File: config.mk
export PLATFORM = sky130hd
export DESIGN_NAME = timer_queue_scheduler_core
export DESIGN_NICKNAME = d
export VERILOG_FILES = /design/src/design/tq_pkg.sv /design/src/design/tq_cell.sv /design/src/design/tq_div.sv /design/src/design/timer_queue_scheduler_core.sv
export SDC_FILE = /design/constraint.sdc
export NUM_CORES = 2
export LEC_CHECK = 0
export BUFFER_PORTS_ARGS = -buffer_cell sky130_fd_sc_hd__buf_2
export CORE_MARGIN = 10
export CORE_UTILIZATION = 30
export DETAILED_ROUTE_END_ITERATION = 10
export PLACE_DENSITY = 0.46
export SLEW_MARGIN = 0
export SYNTH_ARGS = -nofsm -noshare
export SYNTH_HDL_FRONTEND = slang
export SYNTH_SLANG_ARGS = --single-unit
File: constraint.sdc
create_clock -name clk -period 194.2 [get_ports clk]
set_clock_uncertainty 0.1 [all_clocks]
set_input_delay 19.42 -clock clk [delete_from_list [all_inputs] [get_ports clk]]
set_output_delay 19.42 -clock clk [all_outputs]
set_load 0.005 [all_outputs]
File: src/design/tq_pkg.sv
// ----------------------------------------------------------------------------
// tq_pkg: shared types and constants of the timer queue scheduler
// Widths, status and command codes, and the timer entry carried by each cell.
// ----------------------------------------------------------------------------
package tq_pkg;

  localparam int TIMER_SLOTS = 16;
  localparam int SLOT_W      = $clog2(TIMER_SLOTS);
  localparam int TIME_BITS   = 48;
  localparam int OUT_TIME_W  = 48;
  localparam int ID_W        = 32;
  localparam int TAG_W       = 16;
  localparam int PER_W       = 16;
  localparam int TOL_W       = 10;
  localparam int MS_W        = 10;
  localparam int PER_US_W    = PER_W + MS_W;
  localparam int MAX_OUT     = 16;
  localparam int CNT_W       = $clog2(MAX_OUT + 1);
  localparam int DIV_CNT_W   = $clog2(TIME_BITS);

  localparam logic [MS_W-1:0]  MS_TO_US  = MS_W'(1000);
  localparam logic [TOL_W-1:0] TOL_RESET = TOL_W'(12);

  localparam logic [1:0] KIND_ADD_ONCE     = 2'd0;
  localparam logic [1:0] KIND_ADD_PERIODIC = 2'd1;
  localparam logic [1:0] KIND_CANCEL       = 2'd2;
  localparam logic [1:0] KIND_TICK         = 2'd3;

  localparam logic [2:0] ST_ADDED     = 3'd0;
  localparam logic [2:0] ST_REJECTED  = 3'd1;
  localparam logic [2:0] ST_CANCELLED = 3'd2;
  localparam logic [2:0] ST_NOT_FOUND = 3'd3;
  localparam logic [2:0] ST_FIRED     = 3'd4;

  typedef struct packed {
    logic                 valid;
    logic                 done;
    logic [ID_W-1:0]      id;
    logic [TIME_BITS-1:0] expiry;
    logic [PER_W-1:0]     period;
    logic                 periodic;
    logic [TAG_W-1:0]     tag;
  } entry_t;

endpackage

File: src/design/tq_cell.sv
// ----------------------------------------------------------------------------
// tq_cell: one timer slot of the rotating ring
// Holds one entry and takes its neighbor's entry on every shift.
// ----------------------------------------------------------------------------
module tq_cell (
  input  logic           clk,
  input  logic           rst,
  input  logic           shift,
  input  tq_pkg::entry_t d,
  output tq_pkg::entry_t q
);

  tq_pkg::entry_t held;

  always_ff @(posedge clk) begin
    if (rst) begin
      held.valid <= 1'b0;
    end else if (shift) begin
      held <= d;
    end
  end

  assign q = held;

endmodule

File: src/design/tq_div.sv
// ----------------------------------------------------------------------------
// tq_div: restoring remainder unit
// One quotient bit a cycle; gives dividend modulo divisor.
// ----------------------------------------------------------------------------
module tq_div (
  input  logic                           clk,
  input  logic                           rst,
  input  logic                           start,
  input  logic [tq_pkg::TIME_BITS-1:0]   dividend,
  input  logic [tq_pkg::PER_US_W-1:0]    divisor,
  output logic                           done,
  output logic [tq_pkg::PER_US_W-1:0]    remainder
);

  logic [tq_pkg::TIME_BITS-1:0] dvd;
  logic [tq_pkg::PER_US_W-1:0]  dvs;
  logic [tq_pkg::PER_US_W:0]    rem;
  logic [tq_pkg::PER_US_W:0]    rem_sh;
  logic [tq_pkg::DIV_CNT_W-1:0] cnt;
  logic                         busy;
  logic                         ge;

  assign rem_sh = {rem[tq_pkg::PER_US_W-1:0], dvd[tq_pkg::TIME_BITS-1]};
  assign ge     = rem_sh >= {1'b0, dvs};

  always_ff @(posedge clk) begin
    if (rst) begin
      busy <= 1'b0;
      done <= 1'b0;
      cnt  <= '0;
    end else begin
      done <= 1'b0;
      if (start) begin
        dvd  <= dividend;
        dvs  <= divisor;
        rem  <= '0;
        cnt  <= '0;
        busy <= 1'b1;
      end else if (busy) begin
        dvd <= dvd << 1;
        rem <= ge ? rem_sh - {1'b0, dvs} : rem_sh;
        cnt <= cnt + 1'b1;
        if (cnt == tq_pkg::DIV_CNT_W'(tq_pkg::TIME_BITS - 1)) begin
          busy <= 1'b0;
          done <= 1'b1;
        end
      end
    end
  end

  assign remainder = rem[tq_pkg::PER_US_W-1:0];

endmodule

File: src/design/timer_queue_scheduler_core.sv
// Add and cancel: the beat is taken, the ring makes one full rotation, then
// one result beat (two for a periodic add that fires at once).
// Tick: a first search pass over the ring, then per fired entry the bit-serial
// re-arm remainder and a further ring pass.
// One item at a time; in_ready is high only while idle; a zero-period add skips the ring.
// Reset (rst, synchronous): all slots empty, now and id counter zero, tolerance 12 us.
// ----------------------------------------------------------------------------
// timer_queue_scheduler_core: software timer table in a ring of cells
// Timer slots rotate through a ring; the head cell is searched and updated
// in place, one slot per cycle, with a shared remainder unit for re-arming.
// ----------------------------------------------------------------------------
module timer_queue_scheduler_core (
  input  logic                            clk,
  input  logic                            rst,
  input  logic                            in_valid,
  output logic                            in_ready,
  input  logic [1:0]                      kind,
  input  logic [tq_pkg::PER_W-1:0]        period_ms,
  input  logic                            fire_at_once,
  input  logic [tq_pkg::TAG_W-1:0]        job_tag,
  input  logic [tq_pkg::ID_W-1:0]         target_id,
  input  logic [15:0]                     elapsed_us,
  output logic                            out_valid,
  input  logic                            out_ready,
  output logic [2:0]                      status,
  output logic [tq_pkg::ID_W-1:0]         timer_id,
  output logic [tq_pkg::TAG_W-1:0]        fired_tag,
  output logic [tq_pkg::OUT_TIME_W-1:0]   scheduled_time,
  output logic                            last,
  input  logic                            cfg_wen,
  input  logic [tq_pkg::TOL_W-1:0]        cfg_wdata
);

  typedef enum logic [8:0] {
    S_IDLE      = 9'b000000001,
    S_SCAN      = 9'b000000010,
    S_EMIT_A    = 9'b000000100,
    S_EMIT_B    = 9'b000001000,
    S_PUSH      = 9'b000010000,
    S_DIV_SETUP = 9'b000100000,
    S_DIV_START = 9'b001000000,
    S_DIV_RUN   = 9'b010000000,
    S_PUSH_LAST = 9'b100000000
  } state_t;

  state_t state;

  // operation context
  logic [1:0]                      op_kind;
  logic                            op_fire_at_once;
  logic [tq_pkg::TAG_W-1:0]        op_tag;
  logic [tq_pkg::ID_W-1:0]         op_target;
  logic [tq_pkg::PER_W-1:0]        op_period;
  logic [tq_pkg::PER_US_W-1:0]     p_us;
  logic [tq_pkg::TIME_BITS-1:0]    now_us;
  logic [tq_pkg::ID_W-1:0]         next_id;
  logic [tq_pkg::TOL_W-1:0]        tol;

  // scan bookkeeping
  logic [tq_pkg::SLOT_W-1:0]       scan_k;
  logic                            found;
  logic                            first_pass;
  logic                            apply;
  logic [tq_pkg::CNT_W-1:0]        fire_cnt;
  logic                            best_valid;
  logic [tq_pkg::SLOT_W-1:0]       best_k;
  tq_pkg::entry_t                  best;
  tq_pkg::entry_t                  pend;
  logic [tq_pkg::SLOT_W-1:0]       pend_k;
  logic [tq_pkg::TIME_BITS-1:0]    nx;

  // result staging
  logic [2:0]                      res_status;
  logic [tq_pkg::ID_W-1:0]         res_id;
  logic [tq_pkg::TIME_BITS-1:0]    res_sched;
  logic                            imm;
  logic                            out_load;

  // ring
  tq_pkg::entry_t                  ring_q [tq_pkg::TIMER_SLOTS];
  tq_pkg::entry_t                  ring_d [tq_pkg::TIMER_SLOTS];
  tq_pkg::entry_t                  head;
  tq_pkg::entry_t                  head_mod;
  logic                            ring_shift;

  logic                            is_add, is_cancel, is_tick;
  logic                            hit_add, hit_cancel, cand, better, due, is_kb, done_eff;
  logic                            pass_end, found_f, ofree, in_acc;
  logic [tq_pkg::TIME_BITS-1:0]    arm_time;

  logic                            div_start, div_done;
  logic [tq_pkg::PER_US_W-1:0]     div_rem;

  assign in_ready   = (state == S_IDLE);
  assign in_acc     = in_valid && in_ready;
  assign ofree      = !out_valid || out_ready;
  assign ring_shift = (state == S_SCAN);
  assign pass_end   = (scan_k == tq_pkg::SLOT_W'(tq_pkg::TIMER_SLOTS - 1));

  assign is_add    = (op_kind == tq_pkg::KIND_ADD_ONCE) || (op_kind == tq_pkg::KIND_ADD_PERIODIC);
  assign is_cancel = (op_kind == tq_pkg::KIND_CANCEL);
  assign is_tick   = (op_kind == tq_pkg::KIND_TICK);

  assign head     = ring_q[0];
  assign arm_time = now_us + tq_pkg::TIME_BITS'(p_us);

  // head cell inspection and in-place update
  always_comb begin
    due = (head.expiry <= now_us) ||
          ((head.expiry - now_us) <= tq_pkg::TIME_BITS'(tol));
    done_eff   = first_pass ? 1'b0 : head.done;
    is_kb      = apply && (scan_k == pend_k);
    hit_add    = is_add && !found && !head.valid;
    hit_cancel = is_cancel && !found && head.valid && (head.id == op_target);
    cand       = is_tick && head.valid && !done_eff && !is_kb && due &&
                 (fire_cnt < tq_pkg::CNT_W'(tq_pkg::MAX_OUT));
    better     = !best_valid || (head.expiry < best.expiry) ||
                 ((head.expiry == best.expiry) && (head.id < best.id));

    head_mod = head;
    if (is_tick && first_pass) begin
      head_mod.done = 1'b0;
    end
    if (hit_add) begin
      head_mod.valid    = 1'b1;
      head_mod.done     = 1'b0;
      head_mod.id       = next_id;
      head_mod.expiry   = arm_time;
      head_mod.period   = op_period;
      head_mod.periodic = (op_kind == tq_pkg::KIND_ADD_PERIODIC);
      head_mod.tag      = op_tag;
    end
    if (hit_cancel) begin
      head_mod.valid = 1'b0;
    end
    // finish the entry fired in the previous pass: re-arm or free
    if (is_tick && is_kb) begin
      head_mod.done = 1'b1;
      if (pend.periodic) begin
        head_mod.expiry = nx;
      end else begin
        head_mod.valid = 1'b0;
      end
    end
    found_f = found || hit_add || hit_cancel;
  end

  // rotate toward slot 0; the updated head re-enters at the tail
  always_comb begin
    for (int i = 0; i < tq_pkg::TIMER_SLOTS; i++) begin
      ring_d[i] = (i == tq_pkg::TIMER_SLOTS - 1) ? head_mod : ring_q[(i + 1) % tq_pkg::TIMER_SLOTS];
    end
  end

  for (genvar g = 0; g < tq_pkg::TIMER_SLOTS; g++) begin : g_cell
    tq_cell u_cell (
      .clk   (clk),
      .rst   (rst),
      .shift (ring_shift),
      .d     (ring_d[g]),
      .q     (ring_q[g])
    );
  end

  assign div_start = (state == S_DIV_START);

  tq_div u_div (
    .clk       (clk),
    .rst       (rst),
    .start     (div_start),
    .dividend  (now_us - pend.expiry),
    .divisor   (p_us),
    .done      (div_done),
    .remainder (div_rem)
  );

  // load the output register whenever a result beat is handed out
  always_comb begin
    out_load = 1'b0;
    if (ofree) begin
      case (state)
        S_EMIT_A, S_EMIT_B, S_PUSH_LAST: out_load = 1'b1;
        S_PUSH:                          out_load = apply;
        default:                         out_load = 1'b0;
      endcase
    end
  end

  always_ff @(posedge clk) begin
    if (rst) begin
      state      <= S_IDLE;
      now_us     <= '0;
      next_id    <= '0;
      tol        <= tq_pkg::TOL_RESET;
      scan_k     <= '0;
      found      <= 1'b0;
      first_pass <= 1'b0;
      apply      <= 1'b0;
      fire_cnt   <= '0;
      best_valid <= 1'b0;
      imm        <= 1'b0;
      out_valid  <= 1'b0;
    end else begin
      if (cfg_wen) begin
        tol <= cfg_wdata;
      end
      if (out_load) begin
        out_valid <= 1'b1;
      end else if (out_ready) begin
        out_valid <= 1'b0;
      end

      case (state)
        S_IDLE: begin
          if (in_acc) begin
            op_kind         <= kind;
            op_fire_at_once <= fire_at_once;
            op_tag          <= job_tag;
            op_target       <= target_id;
            op_period       <= period_ms;
            p_us            <= tq_pkg::PER_US_W'(period_ms) *
                               tq_pkg::PER_US_W'(tq_pkg::MS_TO_US);
            found           <= 1'b0;
            first_pass      <= 1'b1;
            apply           <= 1'b0;
            fire_cnt        <= '0;
            best_valid      <= 1'b0;
            scan_k          <= '0;
            if (kind == tq_pkg::KIND_TICK) begin
              now_us <= now_us + tq_pkg::TIME_BITS'(elapsed_us);
            end
            if ((kind == tq_pkg::KIND_ADD_ONCE || kind == tq_pkg::KIND_ADD_PERIODIC) &&
                period_ms == '0) begin
              // zero period: reject without touching the table
              res_status <= tq_pkg::ST_REJECTED;
              res_id     <= '1;
              res_sched  <= '0;
              imm        <= 1'b0;
              state      <= S_EMIT_A;
            end else begin
              state <= S_SCAN;
            end
          end
        end

        S_SCAN: begin
          // the slot counter wraps back to zero at the end of a pass
          scan_k <= scan_k + 1'b1;
          if (hit_add || hit_cancel) begin
            found <= 1'b1;
          end
          if (cand && better) begin
            best_valid <= 1'b1;
            best       <= head;
            best_k     <= scan_k;
          end
          if (pass_end) begin
            if (is_add) begin
              res_status <= found_f ? tq_pkg::ST_ADDED : tq_pkg::ST_REJECTED;
              res_id     <= found_f ? next_id : '1;
              res_sched  <= found_f ? arm_time : '0;
              imm        <= found_f && (op_kind == tq_pkg::KIND_ADD_PERIODIC) &&
                            op_fire_at_once;
              if (found_f) begin
                next_id <= next_id + 1'b1;
              end
              state <= S_EMIT_A;
            end else if (is_cancel) begin
              res_status <= found_f ? tq_pkg::ST_CANCELLED : tq_pkg::ST_NOT_FOUND;
              res_id     <= op_target;
              res_sched  <= '0;
              imm        <= 1'b0;
              state      <= S_EMIT_A;
            end else if (best_valid || cand) begin
              state <= S_PUSH;
            end else if (apply) begin
              state <= S_PUSH_LAST;
            end else begin
              state <= S_IDLE;
            end
          end
        end

        S_EMIT_A: begin
          if (ofree) begin
            status         <= res_status;
            timer_id       <= res_id;
            fired_tag      <= '0;
            scheduled_time <= res_sched[tq_pkg::OUT_TIME_W-1:0];
            last           <= !imm;
            state          <= imm ? S_EMIT_B : S_IDLE;
          end
        end

        S_EMIT_B: begin
          if (ofree) begin
            status         <= tq_pkg::ST_FIRED;
            timer_id       <= res_id;
            fired_tag      <= op_tag;
            scheduled_time <= now_us[tq_pkg::OUT_TIME_W-1:0];
            last           <= 1'b1;
            state          <= S_IDLE;
          end
        end

        S_PUSH: begin
          // hand out the previous fire (not last), then hold the new winner
          if (!apply || ofree) begin
            if (apply) begin
              status         <= tq_pkg::ST_FIRED;
              timer_id       <= pend.id;
              fired_tag      <= pend.tag;
              scheduled_time <= pend.expiry[tq_pkg::OUT_TIME_W-1:0];
              last           <= 1'b0;
            end
            pend     <= best;
            pend_k   <= best_k;
            fire_cnt <= fire_cnt + 1'b1;
            state    <= S_DIV_SETUP;
          end
        end

        S_DIV_SETUP: begin
          p_us  <= tq_pkg::PER_US_W'(pend.period) * tq_pkg::PER_US_W'(tq_pkg::MS_TO_US);
          state <= S_DIV_START;
        end

        S_DIV_START: begin
          state <= S_DIV_RUN;
        end

        S_DIV_RUN: begin
          if (div_done) begin
            // next fire time lies one period past the last missed slot
            if (pend.expiry > now_us) begin
              nx <= pend.expiry + tq_pkg::TIME_BITS'(p_us);
            end else begin
              nx <= now_us - tq_pkg::TIME_BITS'(div_rem) + tq_pkg::TIME_BITS'(p_us);
            end
            apply      <= 1'b1;
            first_pass <= 1'b0;
            best_valid <= 1'b0;
            scan_k     <= '0;
            state      <= S_SCAN;
          end
        end

        S_PUSH_LAST: begin
          if (ofree) begin
            status         <= tq_pkg::ST_FIRED;
            timer_id       <= pend.id;
            fired_tag      <= pend.tag;
            scheduled_time <= pend.expiry[tq_pkg::OUT_TIME_W-1:0];
            last           <= 1'b1;
            apply          <= 1'b0;
            state          <= S_IDLE;
          end
        end

        default: begin
          state <= S_IDLE;
        end
      endcase
    end
  end

  // the ring must sit at its home alignment whenever no pass is running
  a_ring_aligned: assert property (@(posedge clk) disable iff (rst)
    (state == S_IDLE) |-> (scan_k == '0))
    else $error("ring rotation left unaligned");

  a_fire_bound: assert property (@(posedge clk) disable iff (rst)
    fire_cnt <= tq_pkg::CNT_W'(tq_pkg::MAX_OUT))
    else $error("tick fired more entries than allowed");

  a_accept_leaves_idle: assert property (@(posedge clk) disable iff (rst)
    in_acc |=> (state != S_IDLE))
    else $error("accepted beat did not start work");

  a_pending_only_in_tick: assert property (@(posedge clk) disable iff (rst)
    apply |-> is_tick)
    else $error("pending fire outside a tick");

endmodule

==> flow_metrics.tcl <==
set metrics [dict create \
    critical_path.endpoint "g_cell[12].u_cell.q[23]" \
    slew_headroom 0.140 \
    wl_mm 256 \
    synth_warnings 0 \
    grt_max_degree 173 \
    reg2regPathDepth 9 \
    p_leak_nw 42.9 \
    worst_pin_slew_ns 1.29 \
    status "completed" \
    ir_drop_mv 0.00689 \
    syn_inst 6873 \
    path_clk_slew_ns 0.06 \
    grt_setup_unrepaired "false" \
    min_period_ns 25.58 \
    path_class "input pin to flip-flop" \
    insertion_delay_ns 0.92 \
    ios 200 \
    start_util 0.301 \
    drc 0 \
    drtIter0Drc 4439 \
    fp.dieW_um 614 \
    setup_viol 0 \
    dr.pass1.iters 6 \
    cp-end-kind "flip-flop" \
    total_power_mw 1.32 \
    seq_area_frac_synth 0.728 \
    ys.flop_type "edfxtp_1" \
    area_delta_synth_final_pct 15.5 \
    r2r-start "state[8]" \
    layout.nets 7971 \
    critPathMaxFanout 97 \
    reg2reg_to "g_cell[12].u_cell.q[23]" \
    dieArea_um2 377000 \
    synth_nets 7566 \
    synth-edff-count 2475 \
    drive_gt1_frac 0.104 \
    hold_buffers 0 \
    fin_hold_ws_ns 0.283 \
    dp_hpwl_mm 176 \
    ys_async_sr_fraction 0 \
    grt_pass1_wl_mm 380 \
    placed_cells 11700 \
    fmax_ghz 0.0391 \
    arrival_ns 25.98 \
    grt_pass1_vias 57200 \
    grt_usage 0.131 \
    wl_per_cell_um 20.9 \
    tritoncts "built" \
    hold_path.class "flip-flop to flip-flop" \
    fin_cells 12200 \
    via_per_inst 4.62 \
    worstSetupStartpointType "input pin" \
    report.final.slew_viol_count 0 \
    period_share 0.132 \
    clockBufferDepth 4 \
    reg2reg_slack_ns 185.28 \
    crit_required_ns 194.60 \
    grt_overflow_total 0 \
    synth_area_um2 106000 \
    antenna_found_initial 14 \
    synth_cell_types 94 \
    power_density_nw_per_um2 10.8 \
    synth_seq_cells 2613 \
    numPortBuffers 199 \
    cts_root_buf "clkbuf_16" \
    clock-sinks 2613 \
    numCtsBuffers 294 \
    cts_resized 0 \
    synth_top_cell_area_share 0.702 \
    yosysTopAreaCell "edfxtp_1" \
    ys_top_cells_by_area "edfxtp_1 (70%), ha_1 (5.4%), dfxtp_1 (2.6%)" \
    post_cts_buffers 0 \
    setup_tns_ns 0 \
    coreArea_um2 352000 \
    syn_avg_cell_area_um2 15.4 \
    final_antenna_net_count 0 \
    h-tree-depth 5 \
    vias 56600 \
    gp_congestion 0.837 \
    fill_cells 33900 \
    num_rows 218 \
    maxCapViolations 0 \
    crit_path_start "rst" \
    hold_viol_final 0 \
    die_y_um 614 \
]
-- how the worst min path moves through the flow --
stage / cells past startpoint / slack [ns] / end / startpoint
4_1_cts: 0 / 0.28 / g_cell[3].u_cell.q[52] / g_cell[4].u_cell.q[52]
5_1_grt: 0 / 0.30 / g_cell[12].u_cell.q[74] / g_cell[13].u_cell.q[74]
3_5_place_dp: 0 / 0.30 / g_cell[0].u_cell.q[22] / g_cell[1].u_cell.q[22]
6_report: 0 / 0.28 / g_cell[3].u_cell.q[52] / g_cell[4].u_cell.q[52]
3_3_place_gp: 0 / 0.30 / g_cell[8].u_cell.q[105] / g_cell[9].u_cell.q[105]
2_1_floorplan: 0 / 0.30 / g_cell[0].u_cell.q[0] / g_cell[1].u_cell.q[0]
-- layout make-up --
type                            count  area, um2  share of cell area
Antenna cell                        4       10.0           0.0000818
Clock buffer                      373       7790              0.0637
Clock inverter                    154       1640              0.0134
Inverter                          410       1540              0.0126
Multi-Input combinational cell   3683      26700               0.219
Sequential cell                  2613      77100               0.630
Tap cell                         4730       5920              0.0484
Timing Repair Buffer              276       1610              0.0131
-- cells in the mapped netlist, types with 9 or more instances --
master    count
or3_1        37
edfxtp_1   2475
and4_1       10
o21ai_1      14
inv_1       410
o21bai_1     45
dfxtp_1     138
a21oi_1     415
a22o_1       16
a31oi_1      26
nand4_1      68
a211o_1      13
nor4_1       23
xor2_1       97
a211oi_1     27
ha_1        457
mux2i_1      43
clkbuf_1    137
o21a_1       30
nor2b_1      53
fa_1        138
o22a_1       32
o221ai_1     18
o31ai_1      14
nand2b_1     58
and2_1       13
nor2_1      385
nor3_1       87
o21ai_0     253
nand3_1      90
o211ai_1     14
or2_2         9
mux2_2       38
a21o_1      116
buf_1        12
and3_1       33
xnor2_1     253
nand2_1     581
a221o_1      47
-- state kept, by name, indices dropped and copies added, names as in the netlist, 26 cells and up --
| name | cells |
|---|---|
| op_target | 32 |
| scheduled_time | 48 |
| now_us | 48 |
| timer_id | 32 |
| res_id | 32 |
| u_div.dvd | 48 |
| best | 113 |
| res_sched | 48 |
| nx | 48 |
| u_div.rem | 26 |
| pend | 113 |
| g_cell.u_cell.q | 1840 |
| next_id | 32 |
-- routing by layer --
metal	vias up	track usage	share of wire
li1	26400	-	-
met3	395	0.0217	0.046
met4	6	0.0426	0.033
met1	28500	0.176	0.45
met5	-	0	0.00014
met2	1270	0.215	0.47
-- placed cells by master, fill, tap and decap left out, types with 84 or more instances in the layout --
master,instances
xor2_1,97
a21o_1,116
a21oi_1,414
fa_1,138
dfxtp_1,138
ha_1,457
inv_1,410
nor3_1,84
edfxtp_1,2475
nand3_1,90
buf_2,198
nand2_1,580
xnor2_1,253
o21ai_0,252
nor2_1,379
clkbuf_16,299
-- where the power goes --
group	internal [mW]	switching, mW	total (mW)	leakage (nW)
Clock	0.317	0.227	0.544	4.57
Combinational	0.0446	0.0752	0.120	14.9
Sequential	0.641	0.0127	0.653	23.5
Total	1.00	0.315	1.32	42.9
-- through the flow --
stage | util | cell area (um2) | setup slack, ns
floorplan | - | 106000 | 90.29
global placement | 0.321 | 113000 | 167.75
detailed placement | 0.321 | 113000 | 167.54
CTS | 0.347 | 122000 | 168.58
global route | 0.347 | 122000 | 168.05
finish | 0.347 | 122000 | 168.62
-- critical path, cell delays in order --
cell and delay [ns]:
buf_6 0.22, nor2_4 0.80, buf_4 0.80, buf_4 0.88, buf_4 0.82, buf_4 0.96
buf_4 0.71, buf_4 0.99
-- cell families after synthesis --
group	after synthesis	share of synthesized area
buffers and inverters	577	0.0209
adders and majority gates	595	0.0801
DFF	2613	0.728
muxes	83	0.00832
and+or+nand+nor	1487	0.0642
xor gates and xnor gates	350	0.0289
AOI/OAI and AO/OA	1168	0.0696
Power figures use the tool's default switching activity.
